**src/hdl/shbi_pkg.sv**
```systemverilog
// Shared types, constants and hash functions for the string hash bucket index block.
// No dependencies; used by every other file in the block.
`timescale 1ns / 1ps

package shbi_pkg;

    localparam int HASH_W    = 32;
    localparam int BYTE_W    = 8;
    localparam int DIV_STEPS = HASH_W;
    localparam int CNT_W     = $clog2(DIV_STEPS);
    localparam int OUT_W     = 2 * HASH_W;

    // Bucket count after reset
    localparam logic [HASH_W-1:0] BUCKET_RESET = 32'd256;

    // Clock edges from the last beat of a key to the first edge that can take its result
    localparam int RESULT_LATENCY = DIV_STEPS + 3;

    typedef enum logic [1:0] {
        ST_IDLE,
        ST_FINAL,
        ST_DIV,
        ST_DONE
    } shbi_state_t;

    // Controller to datapath commands
    typedef struct packed {
        logic mix_en;
        logic final_en;
        logic div_step;
        logic load_out;
    } shbi_cmd_t;

    // Datapath to controller status
    typedef struct packed {
        logic div_done;
    } shbi_status_t;

    // One byte step of the one-at-a-time hash
    function automatic logic [HASH_W-1:0] mix_byte(input logic [HASH_W-1:0] h,
                                                   input logic [BYTE_W-1:0] b);
        logic [HASH_W-1:0] t;
        t = h + {{(HASH_W-BYTE_W){1'b0}}, b};
        t = t + (t << 10);
        t = t ^ (t >> 6);
        return t;
    endfunction

    // Final avalanche
    function automatic logic [HASH_W-1:0] final_mix(input logic [HASH_W-1:0] h);
        logic [HASH_W-1:0] t;
        t = h + (h << 3);
        t = t ^ (t >> 11);
        t = t + (t << 15);
        return t;
    endfunction

endpackage

```
**src/hdl/string_hash_bucket_index.sv**
```systemverilog
// Top level of the string hash bucket index block.
// Depends on shbi_pkg, shbi_ctrl and shbi_dp.
`timescale 1ns / 1ps

// Streams key bytes, one beat per byte, into a 32-bit one-at-a-time hash.
// A beat that is not the last of a key leaves the block ready again in the
// next cycle. The beat with tlast starts the final mix, then a bit-serial
// remainder unit for hash modulo num_buckets, then the load of the output
// register; the input is not ready from the last beat until the result has
// gone into the output register. A result waiting on the output does not
// stall non-last bytes of the next key. tuser high marks a byte that belongs
// to the key; a tlast beat with tuser low ends the key without a byte (an
// empty key hashes to 0). A bucket count of 0 acts as 2^32.
// Write num_buckets only while no key is in flight.

module string_hash_bucket_index
(
    input  logic                                clk,
    input  logic                                rst_n,
    input  logic                                cfg_wr_en,
    input  logic [shbi_pkg::HASH_W-1:0]         cfg_wr_data,   // num_buckets
    input  logic                                s_axis_tvalid,
    output logic                                s_axis_tready,
    input  logic [shbi_pkg::BYTE_W-1:0]         s_axis_tdata,  // [7:0] key_byte
    input  logic                                s_axis_tuser,  // [0] byte_present
    input  logic                                s_axis_tlast,  // last_byte
    output logic                                m_axis_tvalid,
    input  logic                                m_axis_tready,
    output logic [shbi_pkg::OUT_W-1:0]          m_axis_tdata   // [31:0] full_hash,
                                                               // [63:32] bucket_sel
);

    shbi_pkg::shbi_cmd_t    cmd;
    shbi_pkg::shbi_status_t status;

    shbi_ctrl u_ctrl
    (
        .clk           (clk),
        .rst_n         (rst_n),
        .s_axis_tvalid (s_axis_tvalid),
        .s_axis_tready (s_axis_tready),
        .s_axis_tuser  (s_axis_tuser),
        .s_axis_tlast  (s_axis_tlast),
        .m_axis_tvalid (m_axis_tvalid),
        .m_axis_tready (m_axis_tready),
        .status        (status),
        .cmd           (cmd)
    );

    shbi_dp u_dp
    (
        .clk         (clk),
        .rst_n       (rst_n),
        .key_byte    (s_axis_tdata),
        .cfg_wr_en   (cfg_wr_en),
        .cfg_wr_data (cfg_wr_data),
        .cmd         (cmd),
        .status      (status),
        .out_data    (m_axis_tdata)
    );

endmodule

```
**src/hdl/shbi_ctrl.sv**
```systemverilog
// Controller FSM for the string hash bucket index block.
// Depends on shbi_pkg; drives the datapath through shbi_cmd_t.
`timescale 1ns / 1ps

module shbi_ctrl
(
    input  logic                   clk,
    input  logic                   rst_n,
    input  logic                   s_axis_tvalid,
    output logic                   s_axis_tready,
    input  logic                   s_axis_tuser,
    input  logic                   s_axis_tlast,
    output logic                   m_axis_tvalid,
    input  logic                   m_axis_tready,
    input  shbi_pkg::shbi_status_t status,
    output shbi_pkg::shbi_cmd_t    cmd
);

    shbi_pkg::shbi_state_t state_reg;
    shbi_pkg::shbi_state_t state_next;
    logic                  out_valid_reg;
    logic                  out_valid_next;
    logic                  in_beat;
    logic                  out_free;

    assign in_beat  = s_axis_tvalid && s_axis_tready;
    assign out_free = !out_valid_reg || m_axis_tready;

    // State and output-valid registers
    always_ff @(posedge clk or negedge rst_n)
    begin
        if (!rst_n)
        begin
            state_reg     <= shbi_pkg::ST_IDLE;
            out_valid_reg <= 1'b0;
        end
        else
        begin
            state_reg     <= state_next;
            out_valid_reg <= out_valid_next;
        end
    end

    // Next state and commands
    always_comb
    begin
        state_next    = state_reg;
        s_axis_tready = 1'b0;
        cmd           = '0;
        unique case (state_reg)
            shbi_pkg::ST_IDLE:
            begin
                s_axis_tready = 1'b1;
                cmd.mix_en    = in_beat && s_axis_tuser;
                if (in_beat && s_axis_tlast)
                begin
                    state_next = shbi_pkg::ST_FINAL;
                end
            end
            shbi_pkg::ST_FINAL:
            begin
                cmd.final_en = 1'b1;
                state_next   = shbi_pkg::ST_DIV;
            end
            shbi_pkg::ST_DIV:
            begin
                cmd.div_step = 1'b1;
                if (status.div_done)
                begin
                    state_next = shbi_pkg::ST_DONE;
                end
            end
            shbi_pkg::ST_DONE:
            begin
                if (out_free)
                begin
                    cmd.load_out = 1'b1;
                    state_next   = shbi_pkg::ST_IDLE;
                end
            end
            default:
            begin
                state_next = shbi_pkg::ST_IDLE;
            end
        endcase
    end

    // Output register occupancy
    always_comb
    begin
        priority if (cmd.load_out)
        begin
            out_valid_next = 1'b1;
        end
        else if (m_axis_tready)
        begin
            out_valid_next = 1'b0;
        end
        else
        begin
            out_valid_next = out_valid_reg;
        end
    end

    assign m_axis_tvalid = out_valid_reg;

endmodule

```
**src/hdl/shbi_dp.sv**
```systemverilog
// Datapath: running hash, final mix, bit-serial remainder unit and output register.
// Depends on shbi_pkg; commanded by shbi_ctrl.
`timescale 1ns / 1ps

module shbi_dp
(
    input  logic                                clk,
    input  logic                                rst_n,
    input  logic [shbi_pkg::BYTE_W-1:0]         key_byte,
    input  logic                                cfg_wr_en,
    input  logic [shbi_pkg::HASH_W-1:0]         cfg_wr_data,
    input  shbi_pkg::shbi_cmd_t                 cmd,
    output shbi_pkg::shbi_status_t              status,
    output logic [shbi_pkg::OUT_W-1:0]          out_data
);

    localparam int HW = shbi_pkg::HASH_W;

    logic [HW-1:0]                 bucket_reg;
    logic [HW-1:0]                 hash_reg;
    logic [HW-1:0]                 hash_next;
    logic [HW-1:0]                 full_reg;
    logic [HW-1:0]                 dvd_reg;
    logic [HW-1:0]                 dsr_reg;
    logic [HW-1:0]                 rem_reg;
    logic [HW-1:0]                 rem_next;
    logic [shbi_pkg::CNT_W-1:0]    cnt_reg;
    logic [HW-1:0]                 out_hash_reg;
    logic [HW-1:0]                 out_idx_reg;
    logic [HW:0]                   trial;
    logic [HW:0]                   trial_diff;

    // Bucket count register
    always_ff @(posedge clk or negedge rst_n)
    begin
        if (!rst_n)
        begin
            bucket_reg <= shbi_pkg::BUCKET_RESET;
        end
        else if (cfg_wr_en)
        begin
            bucket_reg <= cfg_wr_data;
        end
    end

    // Running hash: mix on a present byte, clear once the key is finalized
    always_comb
    begin
        priority if (cmd.final_en)
        begin
            hash_next = '0;
        end
        else if (cmd.mix_en)
        begin
            hash_next = shbi_pkg::mix_byte(hash_reg, key_byte);
        end
        else
        begin
            hash_next = hash_reg;
        end
    end

    always_ff @(posedge clk or negedge rst_n)
    begin
        if (!rst_n)
        begin
            hash_reg <= '0;
        end
        else
        begin
            hash_reg <= hash_next;
        end
    end

    // Restoring remainder step: one quotient bit per cycle
    assign trial      = {rem_reg, dvd_reg[HW-1]};
    assign trial_diff = trial - {1'b0, dsr_reg};
    assign rem_next   = trial_diff[HW] ? trial[HW-1:0] : trial_diff[HW-1:0];

    always_ff @(posedge clk or negedge rst_n)
    begin
        if (!rst_n)
        begin
            cnt_reg <= '0;
        end
        else if (cmd.final_en)
        begin
            cnt_reg <= shbi_pkg::CNT_W'(shbi_pkg::DIV_STEPS - 1);
        end
        else if (cmd.div_step)
        begin
            cnt_reg <= cnt_reg - shbi_pkg::CNT_W'(1);
        end
    end

    always_ff @(posedge clk)
    begin
        if (cmd.final_en)
        begin
            full_reg <= shbi_pkg::final_mix(hash_reg);
            dvd_reg  <= shbi_pkg::final_mix(hash_reg);
            dsr_reg  <= bucket_reg;
            rem_reg  <= '0;
        end
        else if (cmd.div_step)
        begin
            dvd_reg <= {dvd_reg[HW-2:0], 1'b0};
            rem_reg <= rem_next;
        end
    end

    assign status.div_done = (cnt_reg == '0);

    // Output register; a zero bucket count means 2^32 buckets
    always_ff @(posedge clk)
    begin
        if (cmd.load_out)
        begin
            out_hash_reg <= full_reg;
            out_idx_reg  <= (dsr_reg == '0) ? full_reg : rem_reg;
        end
    end

    assign out_data = {out_idx_reg, out_hash_reg};

endmodule

```
**config.mk**
```make
export PLATFORM = sky130hd
export DESIGN_NAME = string_hash_bucket_index
export DESIGN_NICKNAME = d
export VERILOG_FILES = /design/src/hdl/shbi_pkg.sv /design/src/hdl/string_hash_bucket_index.sv /design/src/hdl/shbi_ctrl.sv /design/src/hdl/shbi_dp.sv
export SDC_FILE = /design/constraint.sdc
export NUM_CORES = 1
export LEC_CHECK = 0
export BUFFER_PORTS_ARGS = -buffer_cell sky130_fd_sc_hd__buf_2
export CORE_ASPECT_RATIO = 0.9
export CORE_MARGIN = 3
export CORE_UTILIZATION = 55
export CTS_CLUSTER_SIZE = 25
export DETAILED_ROUTE_END_ITERATION = 8
export GPL_TIMING_DRIVEN = 0
export PLACE_DENSITY_LB_ADDON = 0.1
export SETUP_SLACK_MARGIN = 0.15
export SYNTH_ARGS = -nofsm -noshare
export SYNTH_HDL_FRONTEND = slang
export SYNTH_HIERARCHICAL = 1
export SYNTH_SLANG_ARGS = --single-unit
```
**constraint.sdc**
```tcl
create_clock -name clk -period 5.1 [get_ports clk]
set_input_delay 0.51 -clock clk [delete_from_list [all_inputs] [get_ports clk]]
set_output_delay 0.51 -clock clk [all_outputs]
set_load 0.01 [all_outputs]
```
---- Yosys cells after proc, flatten, opt, wreduce, memory -nomap -nowiden ----
Cells that the tools add are included.
word-level totals
  output and inout bits ................... 66
  flip-flop bits (word level) ............. 264
  bits of input ports ..................... 47
cells by class
  $add $sub $neg .......................... 6
  bitwise logic cells ..................... 2
  eq/ne operators ......................... 6
  muxes and demuxes ....................... 20
  reduce and logical (&&, ||, !) cells .... 12
operator list
  cell                                               number
  2-to-1 mux 32 bit                                  6
  adder 32 bit                                       3
  subtractor 33 x 32 -> 33 bit                       1
  adder 32 x 8 -> 32 bit                             1
  logical NOT 32 bit                                 1
  XOR 32 x 21 -> 32 bit                              1
  XOR 32 x 26 -> 32 bit                              1
  2-to-1 mux 5 bit                                   2
  2-to-1 mux 1 bit                                   8
  case mux 2 bit (4 select lines)                    1
  2-to-1 mux 2 bit                                   3
  nonzero test 2 bit                                 3
  logical NOT 5 bit                                  1
  subtractor 5 x 1 -> 5 bit (second input constant)  1
  == test 2 bit (second input constant)              2
  != test 2 x 1 -> 1 bit (second input constant)     2
  logical AND 1 bit                                  3
  AND reduction 3 bit                                1
  == test 2 x 1 -> 1 bit (second input constant)     1
  logical NOT 2 bit                                  1
  != test 2 bit (second input constant)              1
  logical NOT 1 bit                                  1
  logical OR 1 bit                                   1

---- Depth between registers and ports, before layout ----
  depth after elaboration ................. 7
  gate-level depth with buffers ........... 24
  mapped depth without buffers ............ 24

---- By module ----
The synthesis kept the hierarchy.
modules (own cells, without submodules)
  module     area each (sq um)  seq. area each (sq um)  cells each  times used
  shbi_dp    15871.5            7173.1                  1440        1
  shbi_ctrl  220.2              75.1                    20          1

---- Worst setup path before layout ----
OpenSTA, ideal clock, no wires.
  path kind ............................... flip-flop to flip-flop
  start ................................... register u_dp.hash_reg[0]
  end ..................................... register u_dp.dvd_reg[31] (data pin)
  arrival time ............................ 5.119 ns
  cell stages (with the launch flop) ...... 20
  path slack .............................. -0.165 ns
  period minus slack after synthesis ...... 5.265 ns
  path through ............................ dfrtp_1 > ha_1 > fa_1 > a21o_2 > a311oi_2 > nor2_2 > a21bo_2 > a211o_2 > a21oi_4 > xnor3_1 > fa_1 > a211o_1 > a21oi_1 > o21ai_0 > a2111oi_0 > o31ai_1 > a21o_1 > a21oi_1 > xnor3_1 > a21oi_1
on the way
  cells in the longest elaborated chain, start to end .. 4
RTL lines
  what                    RTL line        text
  from (decl)             shbi_dp.sv:20   logic [HW-1:0] hash_reg;
  from (signal assigned)  shbi_dp.sv:71   hash_reg <= hash_next;
  adder 32 bit            shbi_pkg.sv:52  t = h + (h << 3);
  XOR 32 x 21 -> 32 bit   shbi_pkg.sv:53  t = t ^ (t >> 11);
  adder 32 bit            shbi_pkg.sv:54  t = t + (t << 15);
  2-to-1 mux 32 bit       shbi_dp.sv:98   if (cmd.final_en)
  to (signal assigned)    shbi_dp.sv:101  dvd_reg <= shbi_pkg::final_mix(hash_reg);
  to (signal assigned)    shbi_dp.sv:107  dvd_reg <= {dvd_reg[HW-2:0], 1'b0};
  to (decl)               shbi_dp.sv:23   logic [HW-1:0] dvd_reg;
Every way passes these cells.
A chain may end at the register's enable or synchronous reset.

---- Worst setup path after layout ----
Same ends and word-level chain as after synthesis.

==> flow_summary.ini <==
[sta]
worst_slew_pin_slew_ps = 1060
slew_viol_final = 0
hold_viol = 0
setup_violations = 0
fmax_mhz = 196
skew_ps = 10.7
fin_crit_sh = 1.00
finalCriticalPeriod_ps = 5100
whs_ps = 195
slew_headroom = 0.290
rsz0062_at_grt = true

[job]
maxCapViolCount = 0

[finish]
drive_gt1_frac = 0.276
final_area_um2 = 19500
nets = 1824
fin_util = 0.686
diodes = 0
fill_cells = 2145
area_delta_synth_final_pct = 20.9

[critical_path]
slowest_delay_ps = 440
reg2reg_depth = 20
startpoint_type = flop
arrival_ps = 5500
reg2reg_to = u_dp/dvd_reg[31]$_DFFE_PP_
crit_fanout = 3
critPathTopFamily = compound AO/OA/AOI/OAI gates
crit_path_top_delay_cell = dfrtp_2
ff2ff_setup_slack_ps = 2
r2r-start = u_dp/hash_reg[0]$_DFFE_PN0P_
required_ps = 5500
cp_cell_sequence = buf_6 > ha_4 > fa_2 > a21o_4 > a311oi_4 > nor2_4 > a21bo_4 > a211o_4 > a21oi_4 > xnor3_2 > fa_2 > a211o_1 > a21oi_4 > o21ai_2 > a2111oi_4 > o31ai_2 > a21o_1 > a21oi_2 > xnor3_1 > a21oi_2
critical_path_buf_inv_count = 1
criticalPathCategory = reg -> reg
cp-end-kind = flop

[placed_design]
dp_hpwl_mm = 30.5
numPortBuffers = 111
post_dp_cell_area_um2 = 17200
gp_congestion = 0.930

[worst_hold_path]
hp-class = in -> reg
min_from = cfg_wr_data[22]
whs_path_depth = 2
hold_end = u_dp/bucket_reg[22]$_DFFE_PN0P_

[route]
drtAntennaViolNets = 0
via_per_inst = 5.87
vias = 12200
drt_iter0_markers = 896
first_pass_iters = 5
wl_per_cell_um = 20.0
wirelength_mm = 41.5
drc_errors = 0

[logic_synthesis]
synth-edff-count = 160
ys_seq_elements = 264
ys_seq_area_frac = 0.450
synth_cells = 1460
syn_area_um2 = 16100
yosysWarnings = 6
async_flop_share = 0.273
syn_nets = 1622
dominantRegCellSynth = edfxtp_1
synth.distinct_cells = 91
syn_avg_cell_area_um2 = 11.0

[clocking]
clock_path_buffers = 3
cts.sinks = 264
cts.htree.levels = 1
cts_tree = yes
clk_pin_slew_ps = 60
insertion_delay_ps = 540
cts_buffers = 28
cts_root_buffer = clkbuf_16

[floorplan]
rows = 58
die_x_um = 186
core_um2 = 28400
dieArea_um2 = 31300
floorplan.initialDensity = 0.567
die_h_um = 168
pin_count = 113

[global_route]
grt_pass1_wl_mm = 65.2
grt_max_degree = 66
grtUsageTotal = 0.259
gr-total-overflow = 0
antenna_found_initial = 0
grt_pass1_vias = 11800
grt-busiest-layer = met1
grt_use_met3 = 0.0479
grt.met1_usage = 0.401
use_met2 = 0.380

[outcome]
outcome = complete, no violations
==> cells in the mapped netlist, types with 30 or more instances <==
cell type,instances,area [um^2]
edfxtp_1,160,4800
xor2_1,57,499
dfrtp_1,71,1780
nand3_1,30,150
a21oi_1,73,365
nor2_1,126,473
mux2i_1,37,370
mux2_2,96,1080
a211oi_1,55,413
o21ai_0,53,265
inv_1,70,263
nand2_1,60,225
ha_1,110,1380
clkbuf_1,31,116
a21o_1,32,240
dfxtp_1,32,641
xnor2_1,93,815
==> through the flow <==
stage / worst slack [ps] / TNS [ps] / cells
floorplan: 156 / 0 / 1460
global placement: -636 / -9360 / 1961
detailed placement: -743 / -10900 / 1963
CTS: 68.1 / 0 / 2060
global route: -193 / -631 / 2074
finish: 1.64 / 0 / 2074
==> kinds of logic (layout without fill, tap and decap cells) <==
family          after synthesis  after routing  share of synthesized area
flops                       264            264                      0.450
mux                         134            134                     0.0909
buf+inv                     112            336                     0.0276
simple gates                350            350                      0.108
fa+ha+maj                   115            115                     0.0918
xor+xnor                    156            156                     0.0898
compound gates              329            329                      0.141
==> worst max path at each step <==
stage | start | endpoint | slack, ps | depth (start not counted)
floorplan | u_dp/hash_reg[0]$_DFFE_PN0P_ | u_dp/dvd_reg[31]$_DFFE_PP_ | 160 | 19
global placement | s_axis_tdata[0] | u_dp/hash_reg[25]$_DFFE_PN0P_ | -640 | 23
detailed placement | s_axis_tdata[0] | u_dp/hash_reg[25]$_DFFE_PN0P_ | -740 | 23
CTS | u_dp/hash_reg[0]$_DFFE_PN0P_ | u_dp/hash_reg[22]$_DFFE_PN0P_ | 70 | 24
global route | u_dp/hash_reg[0]$_DFFE_PN0P_ | u_dp/dvd_reg[31]$_DFFE_PP_ | -190 | 21
finish | u_dp/hash_reg[0]$_DFFE_PN0P_ | u_dp/dvd_reg[31]$_DFFE_PP_ | 2 | 20
==> per-layer routing <==
layer / vias up / wire [um]
met2: 384 / 17300
met4: 0 / 878
met3: 59 / 3040
met1: 5926 / 20300
met5: - / 0
li1: 5801 / -
==> cell usage in the layout (no fill, tap or decap), types with 10 or more instances in the layout <==
cell / count
buf_2: 111
o211ai_1: 13
o21a_1: 19
o21ai_0: 41
buf_4: 59
a211oi_1: 49
clkbuf_1: 34
nand3_1: 29
a21oi_2: 10
nor2_1: 120
ha_1: 92
xor2_2: 13
mux2_2: 94
nand2_1: 58
nand2b_1: 22
dfxtp_1: 32
and3_1: 12
dfrtp_1: 63
inv_1: 69
xnor2_1: 86
a21oi_1: 63
mux2i_1: 37
edfxtp_1: 160
and2_1: 10
a21o_1: 32
ha_4: 14
clkbuf_16: 29
xor2_1: 44
nor3_1: 20
==> repair_timing <==
| item | in CTS | in global routing |
|---|---|---|
| setup endpoints to repair | 33 | 30 |
| resized for setup | 61 | 87 |
| hold endpoints to repair | 26 | 0 |
| pin swaps | 40 | 22 |
| hold buffers | 1 | 0 |
| buffers inserted | 44 | 14 |
==> layout make-up <==
type,count,area (um^2),share of cell area
multi-input combinational,1084,9120,0.469
sequential,264,7260,0.373
timing repair buffer,172,1070,0.0548
clock buffer,32,737,0.0379
tap,390,488,0.0251
clock inverter,20,342,0.0176
inverter,71,267,0.0137
buffer,41,178,0.00913
Power is left out: the tool's default activity adds up to more than one toggle a clock period on the data nets, which glitch-free logic cannot reach.
